File: src/sv/crd_pkg.sv
// ----------------------------------------------------------------------------
// crd_pkg
// shared types, widths, reset values and register codes of the compression
// rate detector
// ----------------------------------------------------------------------------
`default_nettype none

package crd_pkg;

    localparam int SAMPLE_W = 16;
    localparam int TIME_W   = 32;
    localparam int THRESH_W = 15;
    localparam int GROUP_W  = 8;
    localparam int NUMER_W  = 20;
    localparam int FALL_W   = 16;
    localparam int CFG_IDX_W  = 2;
    localparam int CFG_DATA_W = NUMER_W;
    localparam int DIV_CNT_W  = $clog2(NUMER_W + 1);

    localparam logic [THRESH_W-1:0] THRESH_RESET = THRESH_W'(2816);
    localparam logic [GROUP_W-1:0]  GROUP_RESET  = GROUP_W'(25);
    localparam logic [NUMER_W-1:0]  NUMER_RESET  = NUMER_W'(600000);

    // configuration register indexes
    localparam logic [CFG_IDX_W-1:0] REG_FALL_THRESHOLD = 2'd0;
    localparam logic [CFG_IDX_W-1:0] REG_GROUP_SIZE     = 2'd1;
    localparam logic [CFG_IDX_W-1:0] REG_RATE_NUMERATOR = 2'd2;

    typedef enum logic [1:0] {
        ST_IDLE,
        ST_EVAL,
        ST_DIV,
        ST_EMIT
    } crd_state_t;

    // controller to datapath
    typedef struct packed {
        logic load;      // capture the input item
        logic eval;      // update detector state
        logic div_step;  // one quotient bit
        logic emit;      // move result into the output register
    } crd_cmd_t;

    // datapath to controller
    typedef struct packed {
        logic need_div;  // group completed with a nonzero span
        logic div_last;  // final quotient bit this cycle
    } crd_status_t;

endpackage

`default_nettype wire

File: src/sv/crd_ctrl.sv
// ----------------------------------------------------------------------------
// crd_ctrl
// sequencer: accept an item, evaluate it, run the divider when a group
// closes with a nonzero span, then hand the result to the output register
// ----------------------------------------------------------------------------
`default_nettype none

module crd_ctrl
    import crd_pkg::*;
(
    input  wire logic        aclk,
    input  wire logic        aresetn,
    input  wire logic        in_valid,
    input  wire logic        out_free,
    input  wire crd_status_t status,
    output logic             in_ready,
    output crd_cmd_t         cmd
);

    crd_state_t state_reg, state_next;

    always_ff @(posedge aclk) begin
        if (!aresetn) begin
            state_reg <= ST_IDLE;
        end else begin
            state_reg <= state_next;
        end
    end

    always_comb begin
        state_next = state_reg;
        unique case (state_reg)
            ST_IDLE: begin
                if (in_valid) state_next = ST_EVAL;
            end
            ST_EVAL: begin
                state_next = status.need_div ? ST_DIV : ST_EMIT;
            end
            ST_DIV: begin
                if (status.div_last) state_next = ST_EMIT;
            end
            ST_EMIT: begin
                if (out_free) state_next = ST_IDLE;
            end
            default: state_next = ST_IDLE;
        endcase
    end

    always_comb begin
        cmd      = '0;
        in_ready = 1'b0;
        unique case (state_reg)
            ST_IDLE: begin
                in_ready = 1'b1;
                cmd.load = in_valid;
            end
            ST_EVAL: cmd.eval = 1'b1;
            ST_DIV:  cmd.div_step = 1'b1;
            ST_EMIT: cmd.emit = out_free;
            default: ;
        endcase
    end

endmodule

`default_nettype wire

File: src/sv/crd_datapath.sv
// ----------------------------------------------------------------------------
// crd_datapath
// detector state, group timing and a restoring divider, one quotient bit
// per cycle
// ----------------------------------------------------------------------------
`default_nettype none

module crd_datapath
    import crd_pkg::*;
(
    input  wire logic                       aclk,
    input  wire logic                       aresetn,
    input  wire crd_cmd_t                   cmd,
    input  wire logic signed [SAMPLE_W-1:0] in_sample,
    input  wire logic [TIME_W-1:0]          in_timestamp,
    input  wire logic [THRESH_W-1:0]        fall_threshold,
    input  wire logic [GROUP_W-1:0]         group_size,
    input  wire logic [NUMER_W-1:0]         rate_numerator,
    output crd_status_t                     status,
    output logic                            seen,
    output logic                            updated,
    output logic [NUMER_W-1:0]              rate
);

    // captured item
    logic signed [SAMPLE_W-1:0] cur_reg;
    logic [TIME_W-1:0]          now_reg;

    // detector state
    logic signed [SAMPLE_W-1:0] prev_reg;
    logic [FALL_W-1:0]          fall_count_reg;
    logic [GROUP_W-1:0]         comp_count_reg;
    logic [TIME_W-1:0]          start_time_reg;
    logic [NUMER_W-1:0]         held_rate_reg;
    logic                       seen_reg;
    logic                       updated_reg;

    // divider
    logic [TIME_W-1:0]    span_reg;
    logic [TIME_W-1:0]    rem_reg;
    logic [NUMER_W-1:0]   quo_reg;
    logic [DIV_CNT_W-1:0] div_cnt_reg;

    logic [SAMPLE_W:0]   mag;
    logic                fall_hit;
    logic [FALL_W-1:0]   fall_upd;
    logic                seen_now;
    logic [GROUP_W-1:0]  count_inc;
    logic                group_first;
    logic                group_done;
    logic [TIME_W-1:0]   start_eff;
    logic [TIME_W-1:0]   span_now;
    logic [TIME_W:0]     rem_shift;
    logic [TIME_W+1:0]   diff;
    logic                q_bit;
    logic [NUMER_W-1:0]  quo_next;

    always_comb begin
        mag = cur_reg[SAMPLE_W-1] ? ((SAMPLE_W+1)'(0) - {cur_reg[SAMPLE_W-1], cur_reg})
                                  : {1'b0, cur_reg};
        fall_hit = (cur_reg < prev_reg) && (mag > {2'b00, fall_threshold});
        fall_upd = (fall_hit && (fall_count_reg != '1)) ? fall_count_reg + 1'b1
                                                        : fall_count_reg;
        seen_now    = (cur_reg > prev_reg) && (fall_upd > FALL_W'(1));
        count_inc   = comp_count_reg + 1'b1;
        group_first = (count_inc == GROUP_W'(1));
        group_done  = (count_inc >= group_size);
        start_eff   = group_first ? now_reg : start_time_reg;
        span_now    = now_reg - start_eff;

        rem_shift = {rem_reg, quo_reg[NUMER_W-1]};
        diff      = {1'b0, rem_shift} - {2'b00, span_reg};
        q_bit     = !diff[TIME_W+1];
        quo_next  = {quo_reg[NUMER_W-2:0], q_bit};

        status.need_div = seen_now && group_done && (span_now != '0);
        status.div_last = (div_cnt_reg == DIV_CNT_W'(1));
    end

    always_ff @(posedge aclk) begin
        if (cmd.load) begin
            cur_reg <= in_sample;
            now_reg <= in_timestamp;
        end
        if (cmd.eval) begin
            span_reg <= span_now;
            rem_reg  <= '0;
            quo_reg  <= rate_numerator;
        end else if (cmd.div_step) begin
            rem_reg <= q_bit ? diff[TIME_W-1:0] : rem_shift[TIME_W-1:0];
            quo_reg <= quo_next;
        end
    end

    always_ff @(posedge aclk) begin
        if (!aresetn) begin
            prev_reg       <= '0;
            fall_count_reg <= '0;
            comp_count_reg <= '0;
            start_time_reg <= '0;
            held_rate_reg  <= '0;
            seen_reg       <= 1'b0;
            updated_reg    <= 1'b0;
            div_cnt_reg    <= '0;
        end else begin
            if (cmd.eval) begin
                prev_reg       <= cur_reg;
                fall_count_reg <= seen_now ? '0 : fall_upd;
                seen_reg       <= seen_now;
                updated_reg    <= seen_now && group_done;
                div_cnt_reg    <= DIV_CNT_W'(NUMER_W);
                if (seen_now) begin
                    comp_count_reg <= group_done ? '0 : count_inc;
                    start_time_reg <= start_eff;
                    if (group_done && (span_now == '0)) begin
                        held_rate_reg <= rate_numerator;
                    end
                end
            end else if (cmd.div_step) begin
                div_cnt_reg <= div_cnt_reg - 1'b1;
                if (status.div_last) begin
                    held_rate_reg <= quo_next;
                end
            end
        end
    end

    assign seen    = seen_reg;
    assign updated = updated_reg;
    assign rate    = held_rate_reg;

    // a compression always clears the fall counter
    assert property (@(posedge aclk) disable iff (!aresetn)
        (cmd.eval && seen_now) |=> (fall_count_reg == '0))
        else $error("fall counter not cleared after compression");

    // the divider never steps past its last bit
    assert property (@(posedge aclk) disable iff (!aresetn)
        cmd.div_step |-> (div_cnt_reg != '0))
        else $error("divider stepped with no bits left");

    // a recompute always closes the group
    assert property (@(posedge aclk) disable iff (!aresetn)
        (cmd.eval && seen_now && group_done) |=> (comp_count_reg == '0))
        else $error("group count not restarted");

endmodule

`default_nettype wire

File: src/sv/compression_rate_detector_unit.sv
// timing: an item passes the idle (load), eval and emit states; when a group closes
//   with a nonzero span the 20-bit restoring divider runs in the div state between
//   eval and emit; emit waits for a free output register, and no new item is taken
//   until the result of the last one has been emitted
// reset: synchronous active-low aresetn clears all detector state and loads
//   register defaults (threshold 11.0, group of 25, numerator 600000)
// ----------------------------------------------------------------------------
// compression_rate_detector_unit
// detects compressions from acceleration samples and derives a rate from the
// duration of each group of compressions
// ----------------------------------------------------------------------------
`default_nettype none

module compression_rate_detector_unit
    import crd_pkg::*;
(
    input  wire logic                  aclk,
    input  wire logic                  aresetn,

    // input items
    input  wire logic                  s_tvalid,
    output logic                       s_tready,
    input  wire logic [47:0]           s_tdata,   // [15:0] sample, [47:16] timestamp_ms

    // result items
    output logic                       m_tvalid,
    input  wire logic                  m_tready,
    output logic [23:0]                m_tdata,   // [19:0] rate, [23:20] zero
    output logic [1:0]                 m_tuser,   // [0] compression_seen, [1] rate_updated

    // register writes
    input  wire logic                  cfg_valid,
    output logic                       cfg_ready,
    input  wire logic [CFG_IDX_W-1:0]  cfg_index,
    input  wire logic [CFG_DATA_W-1:0] cfg_data
);

    // configuration registers
    logic [THRESH_W-1:0] fall_threshold_reg;
    logic [GROUP_W-1:0]  group_size_reg;
    logic [NUMER_W-1:0]  rate_numerator_reg;

    // output register
    logic                m_tvalid_reg;
    logic                m_seen_reg;
    logic                m_updated_reg;
    logic [NUMER_W-1:0]  m_rate_reg;

    crd_cmd_t    cmd;
    crd_status_t status;
    logic        out_free;
    logic        dp_seen;
    logic        dp_updated;
    logic [NUMER_W-1:0] dp_rate;

    // writes are always taken; an index beyond the list is dropped
    assign cfg_ready = 1'b1;

    always_ff @(posedge aclk) begin
        if (!aresetn) begin
            fall_threshold_reg <= THRESH_RESET;
            group_size_reg     <= GROUP_RESET;
            rate_numerator_reg <= NUMER_RESET;
        end else if (cfg_valid) begin
            unique case (cfg_index)
                REG_FALL_THRESHOLD: fall_threshold_reg <= cfg_data[THRESH_W-1:0];
                REG_GROUP_SIZE:     group_size_reg     <= cfg_data[GROUP_W-1:0];
                REG_RATE_NUMERATOR: rate_numerator_reg <= cfg_data[NUMER_W-1:0];
                default: ;
            endcase
        end
    end

    // sequencer
    crd_ctrl u_ctrl (
        .aclk     (aclk),
        .aresetn  (aresetn),
        .in_valid (s_tvalid),
        .out_free (out_free),
        .status   (status),
        .in_ready (s_tready),
        .cmd      (cmd)
    );

    // detector state and divider
    crd_datapath u_datapath (
        .aclk           (aclk),
        .aresetn        (aresetn),
        .cmd            (cmd),
        .in_sample      (s_tdata[SAMPLE_W-1:0]),
        .in_timestamp   (s_tdata[SAMPLE_W+TIME_W-1:SAMPLE_W]),
        .fall_threshold (fall_threshold_reg),
        .group_size     (group_size_reg),
        .rate_numerator (rate_numerator_reg),
        .status         (status),
        .seen           (dp_seen),
        .updated        (dp_updated),
        .rate           (dp_rate)
    );

    // the output register can take a new result when empty or being drained
    assign out_free = !m_tvalid_reg || m_tready;

    always_ff @(posedge aclk) begin
        if (!aresetn) begin
            m_tvalid_reg <= 1'b0;
        end else if (cmd.emit) begin
            m_tvalid_reg <= 1'b1;
        end else if (m_tready) begin
            m_tvalid_reg <= 1'b0;
        end
    end

    // payload needs no reset
    always_ff @(posedge aclk) begin
        if (cmd.emit) begin
            m_seen_reg    <= dp_seen;
            m_updated_reg <= dp_updated;
            m_rate_reg    <= dp_rate;
        end
    end

    assign m_tvalid = m_tvalid_reg;
    assign m_tdata  = {4'b0000, m_rate_reg};
    assign m_tuser  = {m_updated_reg, m_seen_reg};

    // a recomputed rate only comes with a compression
    assert property (@(posedge aclk) disable iff (!aresetn)
        m_tvalid |-> !(m_tuser[1] && !m_tuser[0]))
        else $error("rate update without compression");

    // one item at a time: no item taken right after another
    assert property (@(posedge aclk) disable iff (!aresetn)
        (s_tvalid && s_tready) |=> !s_tready)
        else $error("item accepted while previous item in flight");

    // a result is never loaded over one that is still waiting
    assert property (@(posedge aclk) disable iff (!aresetn)
        cmd.emit |-> (!m_tvalid_reg || m_tready))
        else $error("result overwritten in output register");

endmodule

`default_nettype wire

File: config.mk
export PLATFORM = sky130hd
export DESIGN_NAME = compression_rate_detector_unit
export DESIGN_NICKNAME = d
export VERILOG_FILES = /design/src/sv/crd_pkg.sv /design/src/sv/crd_ctrl.sv /design/src/sv/crd_datapath.sv /design/src/sv/compression_rate_detector_unit.sv
export SDC_FILE = /design/constraint.sdc
export NUM_CORES = 1
export LEC_CHECK = 0
export ABC_AREA = 1
export BUFFER_PORTS_ARGS = -buffer_cell sky130_fd_sc_hd__buf_2
export CAP_MARGIN = 40
export CORE_ASPECT_RATIO = 0.8
export CORE_MARGIN = 8
export CORE_UTILIZATION = 45
export DETAILED_ROUTE_END_ITERATION = 8
export PLACE_DENSITY = 0.73
export SKIP_CTS_REPAIR_TIMING = 1
export SLEW_MARGIN = 20
export SYNTH_ARGS = -nofsm -noshare
export SYNTH_HDL_FRONTEND = slang
export SYNTH_SLANG_ARGS = --single-unit
File: constraint.sdc
create_clock -name aclk -period 4.3 [get_ports aclk]
set_input_delay 0.86 -clock aclk [delete_from_list [all_inputs] [get_ports aclk]]
set_output_delay 0.86 -clock aclk [all_outputs]
set_load 0.01 [all_outputs]
# Yosys cells after proc, flatten, opt, wreduce, memory -nomap -nowiden
# Index checks and enable logic that the tools add are counted.
# totals
reg_bits	299
in_bits	75
output_inout_bits	29
wordCells	97
# classes
add_sub_neg	6
magnitude_cmp	5
eq_ne	13
muxes	27
bitwise_logic	1
reduce_logical	23
# op_table
cell	count
two-way mux 20 bit	7
two-way mux 32 bit	2
subtractor 33 x 32 -> 34 bit	1
zero test 32 bit	1
two-way mux 16 bit	2
nonzero test 32 bit	1
subtractor 32 bit	1
> comparator 17 x 15 -> 1 bit	1
two-way mux 17 bit	1
subtractor 1 x 16 -> 17 bit (first input constant)	1
adder 16 x 1 -> 16 bit (second input constant)	1
> comparator 16 x 1 -> 1 bit (second input constant)	1
> comparator 16 bit	1
less-than comparator 16 bit	1
!= test 16 bit (second input constant)	1
two-way mux 5 bit	2
adder 8 x 1 -> 8 bit (second input constant)	1
equality test 8 x 1 -> 1 bit (second input constant)	1
>= comparator 8 bit	1
two-way mux 1 bit	8
two-way mux 8 bit	1
one-hot mux 2 bit (4 select lines)	1
AND reduction 2 bit	4
equality test 2 bit (second input constant)	3
15 further kinds	30

# Depth between registers and ports, before layout
# logic_depth
word_depth	12
mapped_depth	35
depth_no_buf	34

# By module
# Synthesis repeated with hierarchy kept, for this count alone.
# hier_totals
cells_unflattened	2260
area_unflattened_um2	17449.2
# by_module_without_submodules
module	n_inst	cells_each	area_each_um2
crd_datapath	1	1937	14670.3
compression_rate_detector_unit	1	288	2542.4
crd_ctrl	1	35	236.5

# Worst setup path after synthesis
# No wires, ideal clock.
# synth_timing
path_kind	flip-flop to flip-flop
startpoint	register u_datapath.comp_count_reg[0]
endpoint	register u_datapath.held_rate_reg[13] (netlist: u_datapath.rate[13])
setup_ps	110
t_arrival_ps	3798
required_time_ps	4190
path_slack_ps	392
path_stages_with_launch	30
synth_period_minus_slack_ps	3908
path_cell_list	dfxtp_1 -> ha_1 -> nand2_1 -> nor2_1 -> nand3_1 -> nand2_1 -> nand2_1 -> nand4_2 -> buf_1 -> mux2i_1 -> ha_1 -> nand2_1 -> inv_1 -> a21oi_1 -> o21ai_1 -> inv_1 -> nand2_1 -> nand2_1 -> nand2_1 -> nand2_1 -> nand2_1 -> nor2_1 -> nand3_1 -> nor2_1 -> nand4_1 -> nand2_1 -> buf_2 -> nand4_1 -> nand2_1 -> nor2_1
# synth_between
elab_chain_len	8
elab_cells_between_ends	9
classes_between	add/sub: 2; order compare: 1; eq/ne: 2; mux: 1; reduce/logical: 3
# synth_rtl
element	line_no	text
start: declaration	crd_datapath.sv:32	logic [GROUP_W-1:0] comp_count_reg;
start signal: assignment	crd_datapath.sv:113	comp_count_reg <= group_done ? '0 : count_inc;
adder 8 x 1 -> 8 bit	crd_datapath.sv:65	count_inc = comp_count_reg + 1'b1;
equality test 8 x 1 -> 1 bit	crd_datapath.sv:66	group_first = (count_inc == GROUP_W'(1));
two-way mux 32 bit	crd_datapath.sv:68	start_eff = group_first ? now_reg : start_time_reg;
subtractor 32 bit	crd_datapath.sv:69	span_now = now_reg - start_eff;
named net u_datapath.span_now[29]	crd_datapath.sv:52	logic [TIME_W-1:0] span_now;
zero test 32 bit	crd_datapath.sv:115	if (group_done && (span_now == '0)) begin
logical AND 1 bit	crd_datapath.sv:115	
!= test 2 x 1 -> 1 bit (no source line)	-	
AND reduction 4 bit (no source line)	-	
end signal: assignment	crd_datapath.sv:116	held_rate_reg <= rate_numerator;
end signal: assignment	crd_datapath.sv:122	held_rate_reg <= quo_next;
end: declaration	crd_datapath.sv:34	logic [NUMER_W-1:0] held_rate_reg;
# The timed path passes the listed nets, and every way through them passes these cells.
# A chain may end at the register's enable or synchronous reset.

# Final worst setup path
# Ends and elaborated chain as after synthesis.

==> impl_metrics.yaml <==
outcome:
  status: "finished, violations left"
  violations: "setup timing"
timing:
  postLayoutSetupSlackWorst_ns: -0.1192
  relSlewSlack: 0.5245
  final-setup-viol-count: 20
  finClkSkew_ns: 0.01394
  min_period_ns: 4.419
  finalMaxSlewViolations: 0
  timing.fmax_mhz: 226.3
  tns_ns: -1.861
  rsz0062_at_grt: "yes"
  finalHoldViolations: 0
  worstMarginPinSlew_ns: 0.7077
  period_share: 1.028
flow_run:
  drv_cap: 0
pwr:
  p_clk_frac: 0.184
  powerDensity_mw_per_mm2: 687.6
  switchingPower_uw: 6408
  cellInternalPower_uw: 9144
  p_leak_uw: 0.009802
  swShare: 0.4120
  combPwrFrac: 0.538
  ir_worst_vdd_v: 0.0004437
  seqPwrFrac: 0.278
drt:
  route.vias.total: 15860
  drt-total-wl_mm: 48.01
  drtIter0Drc: 1246
  wire_per_inst_um: 15.92
  firstDrtPassIters: 7
  drcViolationCount: 0
  vias_per_cell: 5.262
  drtAntennaViolNets: 0
final_layout:
  ff_latch_area_mm2: 0.007213
  final_common_cell: "nand2_1"
  fillCellCount: 3198
  layout-drive-gt1-share: 0.2807
  final_cell_mix: "nand2_1, inv_1, a21oi_1"
  nets: 2684
  multi_input_area_mm2: 0.01002
  area_delta_synth_final_pct: 29.87
  final_design_area_no_fill_mm2: 0.02262
hold_path:
  hold_class: "reg -> reg"
worst_setup_path:
  cp_max_fo: 6
  slowest_stage: "dfxtp_2"
  worst_setup_path_start_kind: "register"
  slowest_delay_ns: 0.37
  critPathBufInv: 6
  reg2reg_setup_slack_ns: -0.12
  worst_setup_path_end_kind: "register"
  critical_path_class: "reg -> reg"
  cpLargestDelayFamily: "simple AND/OR/NAND/NOR gates"
  cp.required_ns: 4.82
  arrival_ns: 4.94
grt:
  grt_usage: 0.1886
  overflow: 0
  grt_pass1_wl_mm: 72.46
  antenna_found_initial: 1
  grt_max_degree: 73
  grt_pass1_vias: 14720
logic_synthesis:
  synthAdderAreaFrac: 0.08276
  postSynthCellCount: 2233
  synth_top_family_by_area: "simple AND/OR/NAND/NOR gates"
  synth-compound-area-share: 0.1413
  syn-cell-area_mm2: 0.01742
  synth-xor-area-share: 0.03369
  synth_warnings: 0
  synth_mux_area_frac: 0.01667
  yosysSeqAreaShare: 0.4138
  syn_avg_cell_area_um2: 7.800
  synth_seq_cells: 299
  synthArstFlopShare: 0
  synth-main-ff-cell: "dfxtp_1"
  synth_edf_count: 122
  synth-simple-area-share: 0.2144
  synth_cell_types: 51
clocking:
  root_buffer: "clkbuf_16"
  clock_path_buffers: 3
  clkLatencyLatePin_ns: 0.59
  cts_tree: "yes"
  h-tree-depth: 1
  clk_pin_slew_ns: 0.07
  cts_buffers: 30
  clock-sinks: 299
die:
  dieArea_mm2: 0.04529
  rows: 64
  start_util: 0.4560
  die-height_um: 192.0
  die_w_um: 236.0
  io_pins: 104
  core-area_mm2: 0.03820
place:
  port_buffers: 98
  detailed_place_hpwl_mm: 33.79
  place_area_mm2: 0.01939
  gp_congestion: 0.9026
## cells in the mapped netlist (all sizes together), types with 20 or more instances
cell type / n / share of area
a21oi: 220 / 0.063
buf: 31 / 0.013
clkbuf: 45 / 0.0097
dfxtp: 177 / 0.20
edfxtp: 122 / 0.21
ha: 112 / 0.080
inv: 341 / 0.073
mux2i: 29 / 0.017
nand2: 480 / 0.11
nand3: 108 / 0.033
nand4: 39 / 0.014
nor2: 164 / 0.038
nor3: 20 / 0.0057
o21ai: 178 / 0.051
xnor2: 21 / 0.011
xor2: 46 / 0.023
## logic make-up (layout without fill, tap and decap cells)
family                     after synthesis  in the layout
AOI/OAI and AO/OA                      463            463
xor gates and xnor gates                67             67
adders and majority gates              114            114
buffers and inverters                  421            701
DFF                                    299            299
muxes                                   29             29
other                                    2              6
and+or+nand+nor                        838            841
## through the flow
| stage | total power, µW | cells | worst slack [ns] | utilization | hold slack (ns) |
|---|---|---|---|---|---|
| 6_report | 15550 | 3015 | -0.1192 | 0.5922 | 0.4342 |
| 5_1_grt | 16530 | 3014 | -0.2897 | 0.5921 | 0.4238 |
| 4_1_cts | 13670 | 2961 | -0.3043 | 0.5364 | 0.4151 |
| 3_5_place_dp | 10770 | 2905 | -0.2426 | 0.5077 | 0.4151 |
| 3_3_place_gp | 10610 | 2902 | -0.1210 | 0.5060 | 0.4181 |
| 2_1_floorplan | 8396 | 2236 | 0.3919 | - | 0.4082 |
## power groups by stage
stage	clock network, µW	logic [µW]	registers, µW
after global placement	0	6340	4270
after global routing	3020	9120	4390
after CTS	2910	6530	4230
final	2850	8380	4320
after detailed placement	0	6490	4280
after floorplan	0	4230	4170
## per-layer routing
metal | track usage | wire, µm | up-vias
li1 | - | - | 7890
met1 | 0.2700 | 22580 | 7397
met2 | 0.2975 | 21090 | 483
met3 | 0.02552 | 2923 | 94
met4 | 0.04943 | 1425 | 0
met5 | 0 | 0 | -
## path summary, 6_finish.rpt
kind / from / end / depth (start not counted)
max: u_datapath.comp_count_reg[0] / u_datapath.rate[13] / 30
min: u_datapath.rate[15] / m_rate_reg[15] / 0
max reg2reg: u_datapath.comp_count_reg[0] / u_datapath.rate[13] / 30
min reg2reg: u_datapath.rate[15] / m_rate_reg[15] / 0
## area by class of cell
cell class | count | share of cell area
flip-flops and latches | 299 | 0.3189
inverters | 345 | 0.05780
multi-input cells | 1519 | 0.4429
clock buffers | 34 | 0.03518
diodes | 1 | 0.0001106
clock inverters | 22 | 0.01339
well taps | 495 | 0.02738
repair buffers | 300 | 0.1044
No activity file was read; power rests on OpenSTA's default activity.
